File: src/rtl/sroc_pkg.sv
// shared constants and types for the segment raster overlap counter
`timescale 1ns / 1ps
`default_nettype none

package sroc_pkg;

	// coordinate and result widths
	localparam int CRD_W = 10;
	localparam int CNT_W = 21;
	localparam logic [CNT_W-1:0] COUNT_MAX = {CNT_W{1'b1}};

	// square grid of cells
	localparam int GRID_SIZE = 1024;
	localparam int GRID_W = $clog2(GRID_SIZE);
	localparam int CELLS = GRID_SIZE * GRID_SIZE;
	localparam int ADDR_W = $clog2(CELLS);

	// walk position: signed, wide enough for overshoot and the grid limit
	localparam int POS_W = 14;
	localparam logic signed [POS_W-1:0] GRID_LIM = POS_W'(GRID_SIZE);

	// per-cell hit count, saturating
	localparam int HIT_W = 2;
	localparam logic [HIT_W-1:0] HIT_ONE = HIT_W'(1);
	localparam logic [HIT_W-1:0] HIT_SAT = HIT_W'(2);

	typedef struct packed {
		logic [CRD_W-1:0] start_x;
		logic [CRD_W-1:0] start_y;
		logic [CRD_W-1:0] end_x;
		logic [CRD_W-1:0] end_y;
	} seg_t;

	typedef struct packed {
		logic              valid;
		logic [ADDR_W-1:0] addr;
	} pt_t;

	typedef struct packed {
		logic busy;
		logic clip;
	} walk_stat_t;

endpackage

`default_nettype wire

File: src/rtl/sroc_walk.sv
// point walker: steps along a segment and emits in-grid cell addresses
`timescale 1ns / 1ps
`default_nettype none

module sroc_walk import sroc_pkg::*; (
	input  wire logic       clk,
	input  wire logic       arst_n,
	input  wire logic       start,
	input  wire seg_t       seg,
	output pt_t             pt,
	output walk_stat_t      stat
);

	logic                    busy_q;
	logic                    clip_q;
	logic                    pt_valid_s1;
	logic [ADDR_W-1:0]       pt_addr_s1;
	logic signed [POS_W-1:0] x_q;
	logic signed [POS_W-1:0] y_q;
	logic signed [1:0]       xs_q;
	logic signed [1:0]       ys_q;
	logic [CRD_W-1:0]        left_q;

	logic signed [CRD_W:0]   dx;
	logic signed [CRD_W:0]   dy;
	logic [CRD_W-1:0]        adx;
	logic [CRD_W-1:0]        ady;
	logic                    in_grid;
	logic [ADDR_W-1:0]       cell_addr;

	always_comb begin
		dx = $signed({1'b0, seg.end_x}) - $signed({1'b0, seg.start_x});
		dy = $signed({1'b0, seg.end_y}) - $signed({1'b0, seg.start_y});
		adx = dx[CRD_W] ? CRD_W'(-dx) : CRD_W'(dx);
		ady = dy[CRD_W] ? CRD_W'(-dy) : CRD_W'(dy);
		in_grid = !x_q[POS_W-1] && !y_q[POS_W-1] && (x_q < GRID_LIM) && (y_q < GRID_LIM);
		cell_addr = ADDR_W'(y_q[GRID_W-1:0]) * ADDR_W'(GRID_SIZE) + ADDR_W'(x_q[GRID_W-1:0]);
	end

	// control
	always_ff @(posedge clk or negedge arst_n) begin
		if (!arst_n) begin
			busy_q      <= 1'b0;
			clip_q      <= 1'b0;
			pt_valid_s1 <= 1'b0;
		end else if (start) begin
			busy_q      <= 1'b1;
			clip_q      <= 1'b0;
			pt_valid_s1 <= 1'b0;
		end else if (busy_q) begin
			pt_valid_s1 <= in_grid;
			clip_q      <= clip_q | !in_grid;
			if (left_q == '0) begin
				busy_q <= 1'b0;
			end
		end else begin
			pt_valid_s1 <= 1'b0;
		end
	end

	// walk position and step count
	always_ff @(posedge clk) begin
		if (start) begin
			x_q    <= $signed(POS_W'(seg.start_x));
			y_q    <= $signed(POS_W'(seg.start_y));
			xs_q   <= (dx == '0) ? 2'sb00 : (dx[CRD_W] ? 2'sb11 : 2'sb01);
			ys_q   <= (dy == '0) ? 2'sb00 : (dy[CRD_W] ? 2'sb11 : 2'sb01);
			left_q <= (dx != '0) ? adx : ady;
		end else if (busy_q) begin
			pt_addr_s1 <= cell_addr;
			x_q        <= x_q + {{(POS_W-2){xs_q[1]}}, xs_q};
			y_q        <= y_q + {{(POS_W-2){ys_q[1]}}, ys_q};
			left_q     <= left_q - CRD_W'(1);
		end
	end

	assign pt.valid  = pt_valid_s1;
	assign pt.addr   = pt_addr_s1;
	assign stat.busy = busy_q;
	assign stat.clip = clip_q;

endmodule

`default_nettype wire
File: config.mk
export PLATFORM = sky130hd
export DESIGN_NAME = sroc_walk
export DESIGN_NICKNAME = d
export VERILOG_FILES = /design/src/rtl/sroc_pkg.sv /design/src/rtl/sroc_walk.sv
export SDC_FILE = /design/constraint.sdc
export NUM_CORES = 1
export LEC_CHECK = 0
export BUFFER_PORTS_ARGS = -buffer_cell sky130_fd_sc_hd__buf_4
export CAP_MARGIN = 30
export CORE_ASPECT_RATIO = 1.5
export CORE_MARGIN = 1
export CORE_UTILIZATION = 40
export DETAILED_ROUTE_END_ITERATION = 16
export SLEW_MARGIN = 20
export SYNTH_ARGS = -nofsm -noshare
export SYNTH_HDL_FRONTEND = slang
export SYNTH_SLANG_ARGS = --single-unit
File: constraint.sdc
create_clock -name clk -period 4.8 [get_ports clk]
set_input_delay 0.48 -clock clk [delete_from_list [all_inputs] [get_ports clk]]
set_output_delay 0.48 -clock clk [all_outputs]
set_load 0.05 [all_outputs]
==> results_tabular.tex, run 1 <==
\begin{tabular}{lr}
\hline
Metric & Value \\
\hline
\multicolumn{2}{l}{\textbf{Cells and area}} \\
\quad Nets@finish & 672 \\
\quad Layout filler cell count & 1202 \\
\quad Reg area & 0.00186 mm² \\
\quad Area of the multi-input gates & 0.00287 mm² \\
\quad Fraction of layout cells with a size suffix above 1 & 17.9\% \\
\quad Antenna Diode Count & 0 \\
\quad Leading cell types in the layout, fill and taps excluded & sky130\_fd\_sc\_hd\_\_buf\_4 (67), sky130\_fd\_sc\_hd\_\_edfxtp\_1 (54), sky130\_fd\_sc\_hd\_\_nand2\_1 (49), sky130\_fd\_sc\_hd\_\_ha\_1 (49), sky130\_fd\_sc\_hd\_\_inv\_1 (44) \\
\quad Most common library cell in the layout ignoring fill and taps & sky130\_fd\_sc\_hd\_\_buf\_4 \\
\quad Layout Area Growth over Synthesis & 18.7\% \\
\multicolumn{2}{l}{\textbf{Drt}} \\
\quad Number of design-rule violations left by the first detailed-router iteration & 168 \\
\quad Vias per std cell & 5.30 \\
\quad Vias & 3888 \\
\quad Antenna Nets Post-Route & 0 \\
\quad Average wire length per cell after detail routing & 14.8 µm \\
\quad First-pass detailed-route iteration total & 5 \\
\quad Total Routed Length & 10900 µm \\
\quad Drt drc & 0 \\
\multicolumn{2}{l}{\textbf{Yosys}} \\
\quad Proportion of synthesized flip-flops having asynchronous set or reset & 4.62\% \\
\quad Share of the yosys chip area belonging to registers & 37.5\% \\
\quad Synthesized instance count & 509 \\
\quad FF+latch count, synth & 65 \\
\quad Synthesis Warnings & 0 \\
\quad Post-synth design cell area & 0.00495 mm² \\
\quad Synth Area per Inst & 9.73 µm² \\
\quad Syn\_nets & 605 \\
\quad EDFF count, synth & 54 \\
\quad Count of cell types in the netlist & 66 \\
\quad Ranking of synthesized cells by area & sky130\_fd\_sc\_hd\_\_edfxtp\_1 (33\%), sky130\_fd\_sc\_hd\_\_ha\_1 (12\%), sky130\_fd\_sc\_hd\_\_xor2\_1 (5.5\%) \\
\quad Cell type with the largest total area after synthesis & sky130\_fd\_sc\_hd\_\_edfxtp\_1 \\
\quad Flip-flop cell with the highest count after synthesis & sky130\_fd\_sc\_hd\_\_edfxtp\_1 \\
\quad Share of the synthesized area in the top cell type & 32.7\% \\
\multicolumn{2}{l}{\textbf{Min path}} \\
\quad Class of the most critical hold timing path & in2reg \\
\quad Worst Hold Path Cells & 3 \\
\quad Worst hold endpoint & y\_q[4]\$\_DFFE\_PP\_ \\
\quad Launch instance of the worst min-delay path & seg[24] \\
\multicolumn{2}{l}{\textbf{Placement}} \\
\quad Count of buffers from port buffering & 65 \\
\quad Dpl hpwl & 8300 µm \\
\quad Pre-CTS setup slack & 1.37 ns \\
\quad Gp weighted congestion & 0.822 \\
\multicolumn{2}{l}{\textbf{Clocking}} \\
\quad Setup Fix Bufs, Post-CTS & 0 \\
\quad Clock tree from TritonCTS & built \\
\quad Clock transition at the registers of the reported paths & 0.05 ns \\
\quad Number of clock buffers inserted by TritonCTS & 9 \\
\quad Buffer levels on the longest clock path & 2 \\
\quad Worst skew pair latency & 0.33 ns \\
\quad Number of gates resized after CTS & 0 \\
\quad H-tree levels & 3 \\
\quad CTS Root Cell & sky130\_fd\_sc\_hd\_\_clkbuf\_16 \\
\quad Number of clock sinks & 65 \\
\multicolumn{2}{l}{\textbf{Power}} \\
\quad Net Switching & 1.09 mW \\
\quad Sequential fraction of design power & 32.8\% \\
\quad Peak supply drop & 0.000184 V \\
\quad Comb power frac & 46.6\% \\
\quad Cell internal pwr & 1.76 mW \\
\quad Sw Share & 38.3\% \\
\quad Power density over the cells & 485 mW/mm² \\
\quad Clk pwr share & 20.6\% \\
\quad Total power draw & 2.85 mW \\
\quad Leakage dissipation & 2.55 nW \\
\multicolumn{2}{l}{\textbf{Critical path}} \\
\quad Register-to-Register Path Depth & 11 \\
\quad Reg-to-Reg End & x\_q[12]\$\_SDFFE\_PP0P\_ \\
\quad Reg2Reg Launch Point & xs\_q[1]\$\_SDFFCE\_PP0P\_ \\
\quad CP Max Fanout & 8 \\
\quad Crit Path Class & in2reg \\
\quad FF-to-FF setup slack & 1.76 ns \\
\quad Startpoint type of the worst setup path & input pin \\
\quad Endpoint required time on the critical path & 4.89 ns \\
\quad Endpoint arrival time on the critical path & 3.16 ns \\
\quad Critical Path End Type & flip-flop \\
\multicolumn{2}{l}{\textbf{STA}} \\
\quad Final count of pins violating max slew & 0 \\
\quad Hold Fails Final Rpt & 0 \\
\quad Worst Skew & 0.00438 ns \\
\quad Fmax achieved & 325 MHz \\
\quad Final worst path period share & 64.0\% \\
\quad Final-layout setup total negative slack & 0 ns \\
\quad Max\_slew headroom & 46.1\% \\
\quad Hold WS & 0.444 ns \\
\quad Slew of the pin with the lowest slew margin & 0.803 ns \\
\quad Final number of setup-violating endpoints & 0 \\
\quad Clock period minus final worst setup slack & 3.07 ns \\
\quad Setup repair after global routing missed its margin & false \\
\quad Final critical-path setup slack & 1.73 ns \\
\multicolumn{2}{l}{\textbf{Die}} \\
\quad Overall die area & 0.0128 mm² \\
\quad Core Footprint & 0.0120 mm² \\
\quad Effective utilization at floorplan & 41.2\% \\
\quad Die W & 92.9 µm \\
\quad Die H & 138 µm \\
\quad Number of top-level design ports & 66 \\
\quad Cell Rows & 49 \\
\multicolumn{2}{l}{\textbf{Global routing}} \\
\quad Wire length of the first global-routing pass & 18100 µm \\
\quad Initial antenna violation count & 0 \\
\quad GRT Resource Usage Total & 17.8\% \\
\quad Vias in the first global route & 3894 \\
\quad Largest net degree at the start of global routing & 56 \\
\quad Grt total ovfl & 0 \\
\multicolumn{2}{l}{\textbf{Outcome}} \\
\quad Result of the run & completed \\
\multicolumn{2}{l}{\textbf{Run}} \\
\quad Max-capacitance violation count & 0 \\
\hline
\end{tabular}
-- cells by family after synthesis --
family                   Yosys count  synth area share, %
adder cells (fa/ha/maj)           53                 14.0
buffers and inverters             57                 4.70
AO/OA/AOI/OAI                    132                 18.3
flip-flops                        65                 37.5
multiplexers                       4                 1.21
AND/OR/NAND/NOR                  138                 13.4
XOR/XNOR                          60                 10.9
-- cell usage after synthesis, drive strengths merged, types with 4 or more instances --
cell / count
edfxtp: 54
ha: 49
nand2: 49
inv: 44
nor2: 37
a21oi: 35
o21ai: 34
xor2: 32
xnor2: 28
a211oi: 9
clkbuf: 9
nor3: 9
a31oi: 8
dfxtp: 8
nand3: 7
nor2b: 7
nor4: 7
a21o: 6
a22o: 6
o31ai: 6
or2: 6
buf: 4
fa: 4
o21a: 4
-- sequential cells by signal, summed over array words and instances, names as in the netlist --
signal / count
ys_q: 2
xs_q: 2
busy_q: 1
left_q: 10
x_q: 14
pt_valid_s1: 1
clip_q: 1
pt_addr_s1: 20
y_q: 14
-- repair_timing --
item,in CTS,in global routing
endpoints found under the setup margin,0,0
endpoints found under the hold margin,3,0
hold buffers,1,0
-- critical path, cell delays in order --
cell,delay (ns)
sky130_fd_sc_hd__buf_4,0.11
sky130_fd_sc_hd__inv_1,0.05
sky130_fd_sc_hd__ha_1,0.16
sky130_fd_sc_hd__inv_1,0.05
sky130_fd_sc_hd__fa_1,0.41
sky130_fd_sc_hd__a211oi_2,0.28
sky130_fd_sc_hd__o21bai_1,0.13
sky130_fd_sc_hd__a21oi_2,0.15
sky130_fd_sc_hd__xnor2_1,0.15
sky130_fd_sc_hd__nor4_4,0.39
sky130_fd_sc_hd__and4_1,0.43
sky130_fd_sc_hd__o211ai_2,0.13
sky130_fd_sc_hd__a31o_1,0.23
-- power groups by stage --
stage	clock network [mW]	registers, mW	logic [mW]
2_1_floorplan	0	1.05	0.917
3_3_place_gp	0	0.942	1.29
3_5_place_dp	0	0.947	1.32
4_1_cts	0.593	0.937	1.33
5_1_grt	0.620	0.956	1.47
6_report	0.586	0.936	1.33
-- stage by stage --
step	utilization [%]	cells	area [µm²]
3_5_place_dp	46.7	717	5610
2_1_floorplan	-	509	4950
4_1_cts	48.9	734	5880
6_report	48.9	734	5880
5_1_grt	48.9	734	5880
3_3_place_gp	46.4	716	5580
-- layout make-up --
class	instances	share of cell area [%]
clock buffers	16	4.45
flip-flops and latches	65	31.6
multi-input cells	387	48.7
well taps	153	3.26
inverters	44	2.81
repair buffers	69	9.19
-- worst max path at each step --
stage | depth (start not counted) | start | end
6_report | 13 | seg[10] | left_q[1]$_DFFE_PP_
2_1_floorplan | 13 | seg[10] | left_q[1]$_DFFE_PP_
4_1_cts | 13 | seg[10] | left_q[1]$_DFFE_PP_
3_3_place_gp | 13 | seg[10] | left_q[1]$_DFFE_PP_
5_1_grt | 11 | ys_q[1]$_SDFFCE_PN0P_ | y_q[12]$_SDFFE_PP0P_
3_5_place_dp | 13 | seg[10] | left_q[1]$_DFFE_PP_
-- metal layers --
metal / wire length [µm] / vias up / part of all wire, % / global-route usage [%]
li1: - / 1979 / - / -
met4: 238 / 0 / 2.2 / 7.13
met3: 280 / 19 / 2.6 / 2.81
met2: 5780 / 61 / 53 / 31.8
met1: 4550 / 1829 / 42 / 20.9
met5: 0 / - / 0 / 0
(Power assumes the default switching activity.)
==> inputs of run 2 (changes only) <==
clock period = 3.1 ns   (was 4.8 ns; I/O delays follow)
==> run 2 against run 1 <==
Net effect: via count is essentially flat; register-to-register slack got worse by 1.4 ns; clock power rose by 57%; setup slack worse by 1.4 ns; total power rose by 56%; combinational power increased by 57%; final area up 0.89%; clock skew about the same; wire length is 0.45% lower; sequential power rose by 54%.
==> results_tabular.tex, run 2 (synthesized netlist as in run 1, its figures left out) <==
\begin{tabular}{lr}
\hline
Metric & Value \\
\hline
\multicolumn{2}{l}{\textbf{Clocking}} \\
\quad Buffer levels on the longest clock path & 2 (unchanged) \\
\quad Number of clock sinks & 65 (unchanged) \\
\quad Worst skew pair latency & 0.33 ns (about the same) \\
\quad CTS Root Cell & sky130\_fd\_sc\_hd\_\_clkbuf\_16 \\
\quad H-tree levels & 3 (unchanged) \\
\quad Number of clock buffers inserted by TritonCTS & 9 (unchanged) \\
\quad Clock transition at the registers of the reported paths & 0.05 ns (about the same) \\
\quad Clock tree from TritonCTS & built \\
\multicolumn{2}{l}{\textbf{Drt}} \\
\quad First-pass detailed-route iteration total & 4 (-1) \\
\quad Antenna Nets Post-Route & 0 (unchanged) \\
\quad Vias per std cell & 5.24 (-1.1\%) \\
\quad Number of design-rule violations left by the first detailed-router iteration & 132 (-21\%) \\
\quad Vias & 3887 (-0.026\%) \\
\quad Drt drc & 0 (unchanged) \\
\quad Average wire length per cell after detail routing & 14.6 µm (-1.5\%) \\
\quad Total Routed Length & 10800 µm (-0.45\%) \\
\multicolumn{2}{l}{\textbf{Die}} \\
\quad Effective utilization at floorplan & 41.2\% (unchanged) \\
\quad Cell Rows & 49 (unchanged) \\
\quad Die H & 138 µm (unchanged) \\
\quad Overall die area & 0.0128 mm² (unchanged) \\
\quad Die W & 92.9 µm (unchanged) \\
\quad Core Footprint & 0.0120 mm² (unchanged) \\
\quad Number of top-level design ports & 66 (unchanged) \\
\multicolumn{2}{l}{\textbf{Global routing}} \\
\quad Largest net degree at the start of global routing & 32 (-43\%) \\
\quad Wire length of the first global-routing pass & 18300 µm (+0.68\%) \\
\quad Initial antenna violation count & 0 (unchanged) \\
\quad Vias in the first global route & 3983 (+2.3\%) \\
\quad Grt total ovfl & 0 (unchanged) \\
\quad GRT Resource Usage Total & 17.9\% (+0.095 points) \\
\multicolumn{2}{l}{\textbf{Cells and area}} \\
\quad Max FFs per register & 20 (unchanged) \\
\quad Nets@finish & 680 (+1.2\%) \\
\quad Antenna Diode Count & 0 (unchanged) \\
\quad Finished Cell Area & 0.00593 mm² (+0.89\%) \\
\quad Top Registers & pt\_addr\_s1: 20 flops, x\_q: 14 flops, y\_q: 14 flops \\
\quad Layout Area Growth over Synthesis & 19.8\% \\
\quad Post-Layout Cell Count & 742 (+1.1\%) \\
\quad Leading cell types in the layout, fill and taps excluded & sky130\_fd\_sc\_hd\_\_buf\_4 (76), sky130\_fd\_sc\_hd\_\_edfxtp\_1 (54), sky130\_fd\_sc\_hd\_\_nand2\_1 (49), sky130\_fd\_sc\_hd\_\_ha\_1 (49), sky130\_fd\_sc\_hd\_\_inv\_1 (44) \\
\quad Fraction of layout cells with a size suffix above 1 & 19.5\% (+1.6 points) \\
\quad Layout filler cell count & 1177 (-2.1\%) \\
\quad Most common library cell in the layout ignoring fill and taps & sky130\_fd\_sc\_hd\_\_buf\_4 \\
\quad Register with the most flip-flops & pt\_addr\_s1 \\
\multicolumn{2}{l}{\textbf{Critical path}} \\
\quad Slowest stage delay, CP & 0.53 ns (+0.10 ns) \\
\quad Endpoint required time on the critical path & 3.32 ns (-1.57 ns) \\
\quad Cells along the critical path & ha\_1, nor2b\_1, o21ai\_1, a21boi\_0, o21ai\_0, a21oi\_1, a41o\_1, o41ai\_1, xnor2\_1, a22o\_1 \\
\quad Critical Path End Type & flip-flop \\
\quad Crit Path Class & reg2reg \\
\quad Kind of cell with the highest combined delay on the critical path & compound AO/OA/AOI/OAI gates \\
\quad Count of buffering cells on the critical path with inverters included & 0 (-3) \\
\quad CP Max Fanout & 8 (unchanged) \\
\quad Register-to-Register Path Depth & 10 (-1) \\
\quad Worst path depth & 10 (-3) \\
\quad Startpoint type of the worst setup path & flip-flop \\
\quad Slowest stage cell, crit path & sky130\_fd\_sc\_hd\_\_edfxtp\_1 \\
\quad Endpoint arrival time on the critical path & 3.00 ns (-0.16 ns) \\
\multicolumn{2}{l}{\textbf{Power}} \\
\quad Total power draw & 4.45 mW (+56\%) \\
\quad Cell internal pwr & 2.75 mW (+57\%) \\
\quad Power density over the cells & 750 mW/mm² (+55\%) \\
\quad Sequential fraction of design power & 32.5\% (-0.3 points) \\
\quad Clk pwr share & 20.7\% (about the same) \\
\quad Leakage dissipation & 2.59 nW (+1.7\%) \\
\quad Net Switching & 1.70 mW (+55\%) \\
\quad Comb power frac & 46.9\% (+0.3 points) \\
\quad Sw Share & 38.2\% (-0.18 points) \\
\quad Peak supply drop & 0.000281 V (+53\%) \\
\multicolumn{2}{l}{\textbf{STA}} \\
\quad Hold Fails Final Rpt & 0 (unchanged) \\
\quad Worst Skew & 0.00488 ns (+0.000500 ns) \\
\quad Slew of the pin with the lowest slew margin & 0.505 ns (-0.298 ns) \\
\quad Final-layout setup total negative slack & 0 ns (unchanged) \\
\quad Clock period minus final worst setup slack & 2.78 ns \\
\quad Final number of setup-violating endpoints & 0 (unchanged) \\
\quad Hold WS & 0.267 ns (-0.177 ns) \\
\quad Final count of pins violating max slew & 0 (unchanged) \\
\quad Setup repair after global routing missed its margin & false \\
\quad Max\_slew headroom & 66.1\% (+20 points) \\
\quad Final worst path period share & 89.8\% \\
\quad Fmax achieved & 359 MHz \\
\multicolumn{2}{l}{\textbf{Placement}} \\
\quad Dpl hpwl & 8470 µm (+2.0\%) \\
\quad Placed Cells & 725 (+1.1\%) \\
\quad Gp weighted congestion & 0.843 (+2.6\%) \\
\quad Placement-stage cell area & 0.00565 mm² (+0.71\%) \\
\quad Count of buffers from port buffering & 65 (unchanged) \\
\multicolumn{2}{l}{\textbf{Min path}} \\
\quad Worst Hold Path Cells & 3 (unchanged) \\
\quad Class of the most critical hold timing path & in2reg \\
\multicolumn{2}{l}{\textbf{Run}} \\
\quad Max-capacitance violation count & 0 (unchanged) \\
\multicolumn{2}{l}{\textbf{Outcome}} \\
\quad Result of the run & completed \\
\hline
\end{tabular}
[run 2: area by class of cell]
type / instances / area [µm²] / share of cell area (%)
multi-input cells: 387 / 2870 / 48.3
flip-flops and latches: 65 / 1860 / 31.3
repair buffers: 77 / 581 / 9.78
clock buffers: 12 / 256 / 4.32
well taps: 153 / 191 / 3.23
inverters: 44 / 165 / 2.78
clock inverters: 4 / 17.5 / 0.295
[run 2: final timing paths]
kind                                            start                       to  slack (ns)
worst max register to register  ys_q[1]$_SDFFCE_PN0P_     y_q[12]$_SDFFE_PP0P_        0.32
worst min register to register       x_q[7]$_DFFE_PP_  pt_addr_s1[7]$_DFFE_PP_        0.46
max in group asynchronous                      arst_n         busy_q$_DFF_PN0_        2.70
worst min-delay path                          seg[32]         x_q[2]$_DFFE_PP_        0.27
worst max-delay path            ys_q[1]$_SDFFCE_PN0P_     y_q[12]$_SDFFE_PP0P_        0.32
min in group asynchronous                      arst_n       clip_q$_DFFE_PN0P_        0.31
[run 2: power groups by stage]
stage | Clock [mW] | Combinational [mW] | Sequential [mW]
after global placement | 0 | 2.04 | 1.45
final | 0.919 | 2.09 | 1.44
after global routing | 0.983 | 2.33 | 1.47
after CTS | 0.939 | 2.09 | 1.45
after floorplan | 0 | 1.42 | 1.62
after detailed placement | 0 | 2.07 | 1.46
[run 2: what timing repair did]
item | 4_1_cts | 5_1_grt
buffers inserted | 0 | 0
hold endpoints to repair | 3 | 0
gates resized for setup | 0 | 0
hold buffers | 1 | 0
[run 2: worst min-delay path: cells and delay by family]
| kind | cells | cell delay [ns] |
|---|---|---|
| AOI/OAI and AO/OA | 1 | 0.05 |
| buffers and inverters | 1 | 0.08 |
| and+or+nand+nor | 1 | 0.04 |
[run 2: layer usage]
metal	GRT usage [%]	vias up	wire length (µm)
met1	20.6	1830	4610
met3	2.75	18	193
li1	-	1994	-
met4	8.26	0	314
met2	32.0	45	5680
met5	0	-	0
[run 2: metrics by stage]
step           utilization (%)  worst slack (ns)
3_5_place_dp              47.0            0.0290
2_1_floorplan                -             0.266
5_1_grt                   49.4            0.0642
6_report                  49.4             0.317
4_1_cts                   49.4             0.312
3_3_place_gp              47.0            0.0974
==> inputs of run 3 (changes only) <==
CORE_UTILIZATION = 59   (was 40)
CTS_CLUSTER_DIAMETER = 120   (was not set)
PLACE_DENSITY = 0.81   (was not set)
SETUP_SLACK_MARGIN = 0.3   (was not set)
==> run 3 against run 2 <==
Net effect: hold slack improved by 0.013 ns; global-route usage increased by 8.1 points; sequential share of layout area decreased by 0.33 points; via count increased by 5.5%; clock power decreased by 2.3%; sequential power about the same; die area decreased by 32%; maximum frequency increased by 2.0%; critical endpoint is now x_q[13]$_SDFFE_PP0P_.
==> results_tabular.tex, run 3 (synthesized netlist as in run 1, its figures left out) <==
\begin{tabular}{lr}
\hline
Metric & Value \\
\hline
\multicolumn{2}{l}{\textbf{Cells and area}} \\
\quad Register with the most flip-flops & pt\_addr\_s1 \\
\quad Nets@finish & 688 (+1.2\%) \\
\quad Leading cell types in the layout, fill and taps excluded & sky130\_fd\_sc\_hd\_\_buf\_4 (84), sky130\_fd\_sc\_hd\_\_edfxtp\_1 (54), sky130\_fd\_sc\_hd\_\_nand2\_1 (49), sky130\_fd\_sc\_hd\_\_ha\_1 (45), sky130\_fd\_sc\_hd\_\_inv\_1 (44) \\
\quad Most common library cell in the layout ignoring fill and taps & sky130\_fd\_sc\_hd\_\_buf\_4 \\
\quad Antenna Diode Count & 0 (unchanged) \\
\quad Max FFs per register & 20 (unchanged) \\
\quad Final core area utilization & 74.4\% (+25 points) \\
\quad Fraction of layout cells with a size suffix above 1 & 21.9\% (+2.4 points) \\
\quad Top Registers & pt\_addr\_s1: 20 flops, x\_q: 14 flops, y\_q: 14 flops \\
\quad Layout Area Growth over Synthesis & 21.1\% \\
\multicolumn{2}{l}{\textbf{Critical path}} \\
\quad CP Max Fanout & 6 (-2) \\
\quad Startpoint type of the worst setup path & flip-flop \\
\quad Worst setup endpoint & x\_q[13]\$\_SDFFE\_PP0P\_ \\
\quad Crit Path Class & reg2reg \\
\quad Endpoint required time on the critical path & 3.32 ns (about the same) \\
\quad Critical Path End Type & flip-flop \\
\quad FF-to-FF setup slack & 0.37 ns (+0.06 ns) \\
\quad Startpoint of the most critical setup path & xs\_q[1]\$\_SDFFCE\_PP0P\_ \\
\quad Reg2Reg Launch Point & xs\_q[1]\$\_SDFFCE\_PP0P\_ \\
\quad Register-to-Register Path Depth & 10 (unchanged) \\
\quad Reg-to-Reg End & x\_q[13]\$\_SDFFE\_PP0P\_ \\
\quad Endpoint arrival time on the critical path & 2.95 ns (-0.05 ns) \\
\multicolumn{2}{l}{\textbf{Die}} \\
\quad Effective utilization at floorplan & 61.5\% (+20 points) \\
\quad Number of top-level design ports & 66 (unchanged) \\
\quad Cell Rows & 40 (-18\%) \\
\quad Die H & 114 µm (-17\%) \\
\quad Overall die area & 0.00877 mm² (-32\%) \\
\quad Die W & 76.8 µm (-17\%) \\
\quad Core Footprint & 0.00806 mm² (-33\%) \\
\multicolumn{2}{l}{\textbf{Power}} \\
\quad Cell internal pwr & 2.81 mW (+2.3\%) \\
\quad Clk pwr share & 19.6\% (-1.1 points) \\
\quad Comb power frac & 48.8\% (+1.9 points) \\
\quad Sw Share & 38.6\% (+0.46 points) \\
\quad Power density over the cells & 764 mW/mm² (+1.9\%) \\
\quad Peak supply drop & 0.000460 V (+64\%) \\
\quad Net Switching & 1.77 mW (+4.3\%) \\
\quad Leakage dissipation & 2.63 nW (+1.5\%) \\
\quad Sequential fraction of design power & 31.6\% (-0.9 points) \\
\multicolumn{2}{l}{\textbf{STA}} \\
\quad Worst Skew & 0.00465 ns (-0.000231 ns) \\
\quad Hold WS & 0.280 ns (+0.0128 ns) \\
\quad Final worst path period share & 88.0\% (-1.8 points) \\
\quad Max\_slew headroom & 67.9\% (+1.8 points) \\
\quad Fmax achieved & 367 MHz (+2.0\%) \\
\quad Final number of setup-violating endpoints & 0 (unchanged) \\
\quad Final critical-path setup slack & 0.372 ns (+0.0551 ns) \\
\quad Setup repair after global routing missed its margin & true \\
\quad Final-layout setup total negative slack & 0 ns (unchanged) \\
\quad Slew of the pin with the lowest slew margin & 0.481 ns (-0.0235 ns) \\
\quad Hold Fails Final Rpt & 0 (unchanged) \\
\quad Final count of pins violating max slew & 0 (unchanged) \\
\quad Clock period minus final worst setup slack & 2.73 ns (-0.0551 ns) \\
\multicolumn{2}{l}{\textbf{Global routing}} \\
\quad Largest net degree at the start of global routing & 32 (unchanged) \\
\quad Grt total ovfl & 0 (unchanged) \\
\quad Vias in the first global route & 3960 (-0.58\%) \\
\quad Initial antenna violation count & 0 (unchanged) \\
\quad GRT Resource Usage Total & 26.0\% (+8.1 points) \\
\quad Wire length of the first global-routing pass & 17900 µm (-2.0\%) \\
\multicolumn{2}{l}{\textbf{Placement}} \\
\quad Pre-CTS setup slack & 0.0962 ns (+0.0672 ns) \\
\quad Gp weighted congestion & 0.878 (+4.1\%) \\
\quad Dpl hpwl & 8330 µm (-1.7\%) \\
\quad Count of buffers from port buffering & 65 (unchanged) \\
\multicolumn{2}{l}{\textbf{Clocking}} \\
\quad Number of clock buffers inserted by TritonCTS & 9 (unchanged) \\
\quad Worst skew pair latency & 0.33 ns (about the same) \\
\quad Number of clock sinks & 65 (unchanged) \\
\quad Clock tree from TritonCTS & built \\
\quad CTS Root Cell & sky130\_fd\_sc\_hd\_\_clkbuf\_16 \\
\quad H-tree levels & 3 (unchanged) \\
\quad Buffer levels on the longest clock path & 2 (unchanged) \\
\quad Clock transition at the registers of the reported paths & 0.05 ns (about the same) \\
\multicolumn{2}{l}{\textbf{Drt}} \\
\quad Vias & 4100 (+5.5\%) \\
\quad Antenna Nets Post-Route & 0 (unchanged) \\
\quad Drt drc & 0 (unchanged) \\
\quad Total Routed Length & 11200 µm (+3.4\%) \\
\quad Average wire length per cell after detail routing & 15.9 µm (+9.3\%) \\
\quad First-pass detailed-route iteration total & 5 (+1) \\
\quad Vias per std cell & 5.84 (+11\%) \\
\quad Number of design-rule violations left by the first detailed-router iteration & 189 (+43\%) \\
\multicolumn{2}{l}{\textbf{Min path}} \\
\quad Class of the most critical hold timing path & in2reg \\
\multicolumn{2}{l}{\textbf{Outcome}} \\
\quad Result of the run & completed \\
\multicolumn{2}{l}{\textbf{Run}} \\
\quad Max-capacitance violation count & 0 (unchanged) \\
\hline
\end{tabular}
==> run 3: cell count changes in the layout (fill, tap and decap cells not counted), sizes merged <==
cell / previous run / this run
buf: 76 / 84
clkbuf: 12 / 16
clkinv: 4 / 0
==> run 3: area by class of cell <==
type / instances / area [µm²]
Inverter: 44 / 165
Tap cell: 105 / 131
Clock buffer: 16 / 262
Multi-Input combinational cell: 387 / 2940
Timing Repair Buffer: 85 / 641
Fill cell: 576 / 2060
Sequential cell: 65 / 1860
==> run 3: per-layer routing <==
metal | global-route usage (%) | wire, µm | up-vias
met4 | 13.7 | 308 | 0
met1 | 29.5 | 4490 | 1984
met2 | 48.2 | 6040 | 95
met5 | 0 | 0 | -
li1 | - | - | 1997
met3 | 2.23 | 338 | 24
==> run 3: timing repair <==
item                                    CTS  global route
gates resized for setup                   0            16
endpoints found under the setup margin    2            13
hold buffers                              1             0
setup buffers                             3             4
hold endpoints to repair                  3             0
gates cloned                              0             0
pin swaps                                 0             7
==> run 3: power groups by stage <==
stage                     logic, mW  registers (mW)  clock network (mW)
after CTS                      2.11            1.44               0.904
after detailed placement       2.08            1.46                   0
after global routing           2.45            1.48               0.944
after floorplan                1.42            1.62                   0
after global placement         2.01            1.45                   0
final                          2.24            1.45               0.898
==> run 3: worst max-delay path, stage by stage, from the launching register on <==
cell	delay (ns)
sky130_fd_sc_hd__edfxtp_1	0.48
sky130_fd_sc_hd__buf_4	0.21
sky130_fd_sc_hd__ha_4	0.25
sky130_fd_sc_hd__o21a_1	0.19
sky130_fd_sc_hd__o21a_1	0.18
sky130_fd_sc_hd__a41o_1	0.27
sky130_fd_sc_hd__o41ai_4	0.38
sky130_fd_sc_hd__o21ai_2	0.12
sky130_fd_sc_hd__xnor2_1	0.22
sky130_fd_sc_hd__a21oi_1	0.09
sky130_fd_sc_hd__a31o_2	0.22
==> run 3: worst min path at each step <==
| stage | startpoint | end | slack, ns | cells past startpoint |
|---|---|---|---|---|
| after floorplan | arst_n | busy_q$_DFF_PN0_ | 0.01 | 0 |
| after global placement | arst_n | clip_q$_DFFE_PN0P_ | 0.10 | 1 |
| after detailed placement | arst_n | pt_valid_s1$_DFF_PN0_ | 0.10 | 1 |
| after CTS | seg[33] | x_q[3]$_DFFE_PP_ | 0.27 | 3 |
| after global routing | seg[38] | x_q[8]$_DFFE_PP_ | 0.28 | 3 |
| final | seg[33] | x_q[3]$_DFFE_PP_ | 0.28 | 3 |
==> run 3: stage by stage <==
stage | cells | cell area, µm² | power [mW]
after floorplan | 509 | 4950 | 3.04
after CTS | 698 | 5890 | 4.46
final | 702 | 6000 | 4.58
after global placement | 678 | 5600 | 3.46
after detailed placement | 678 | 5600 | 3.54
after global routing | 702 | 6000 | 4.87
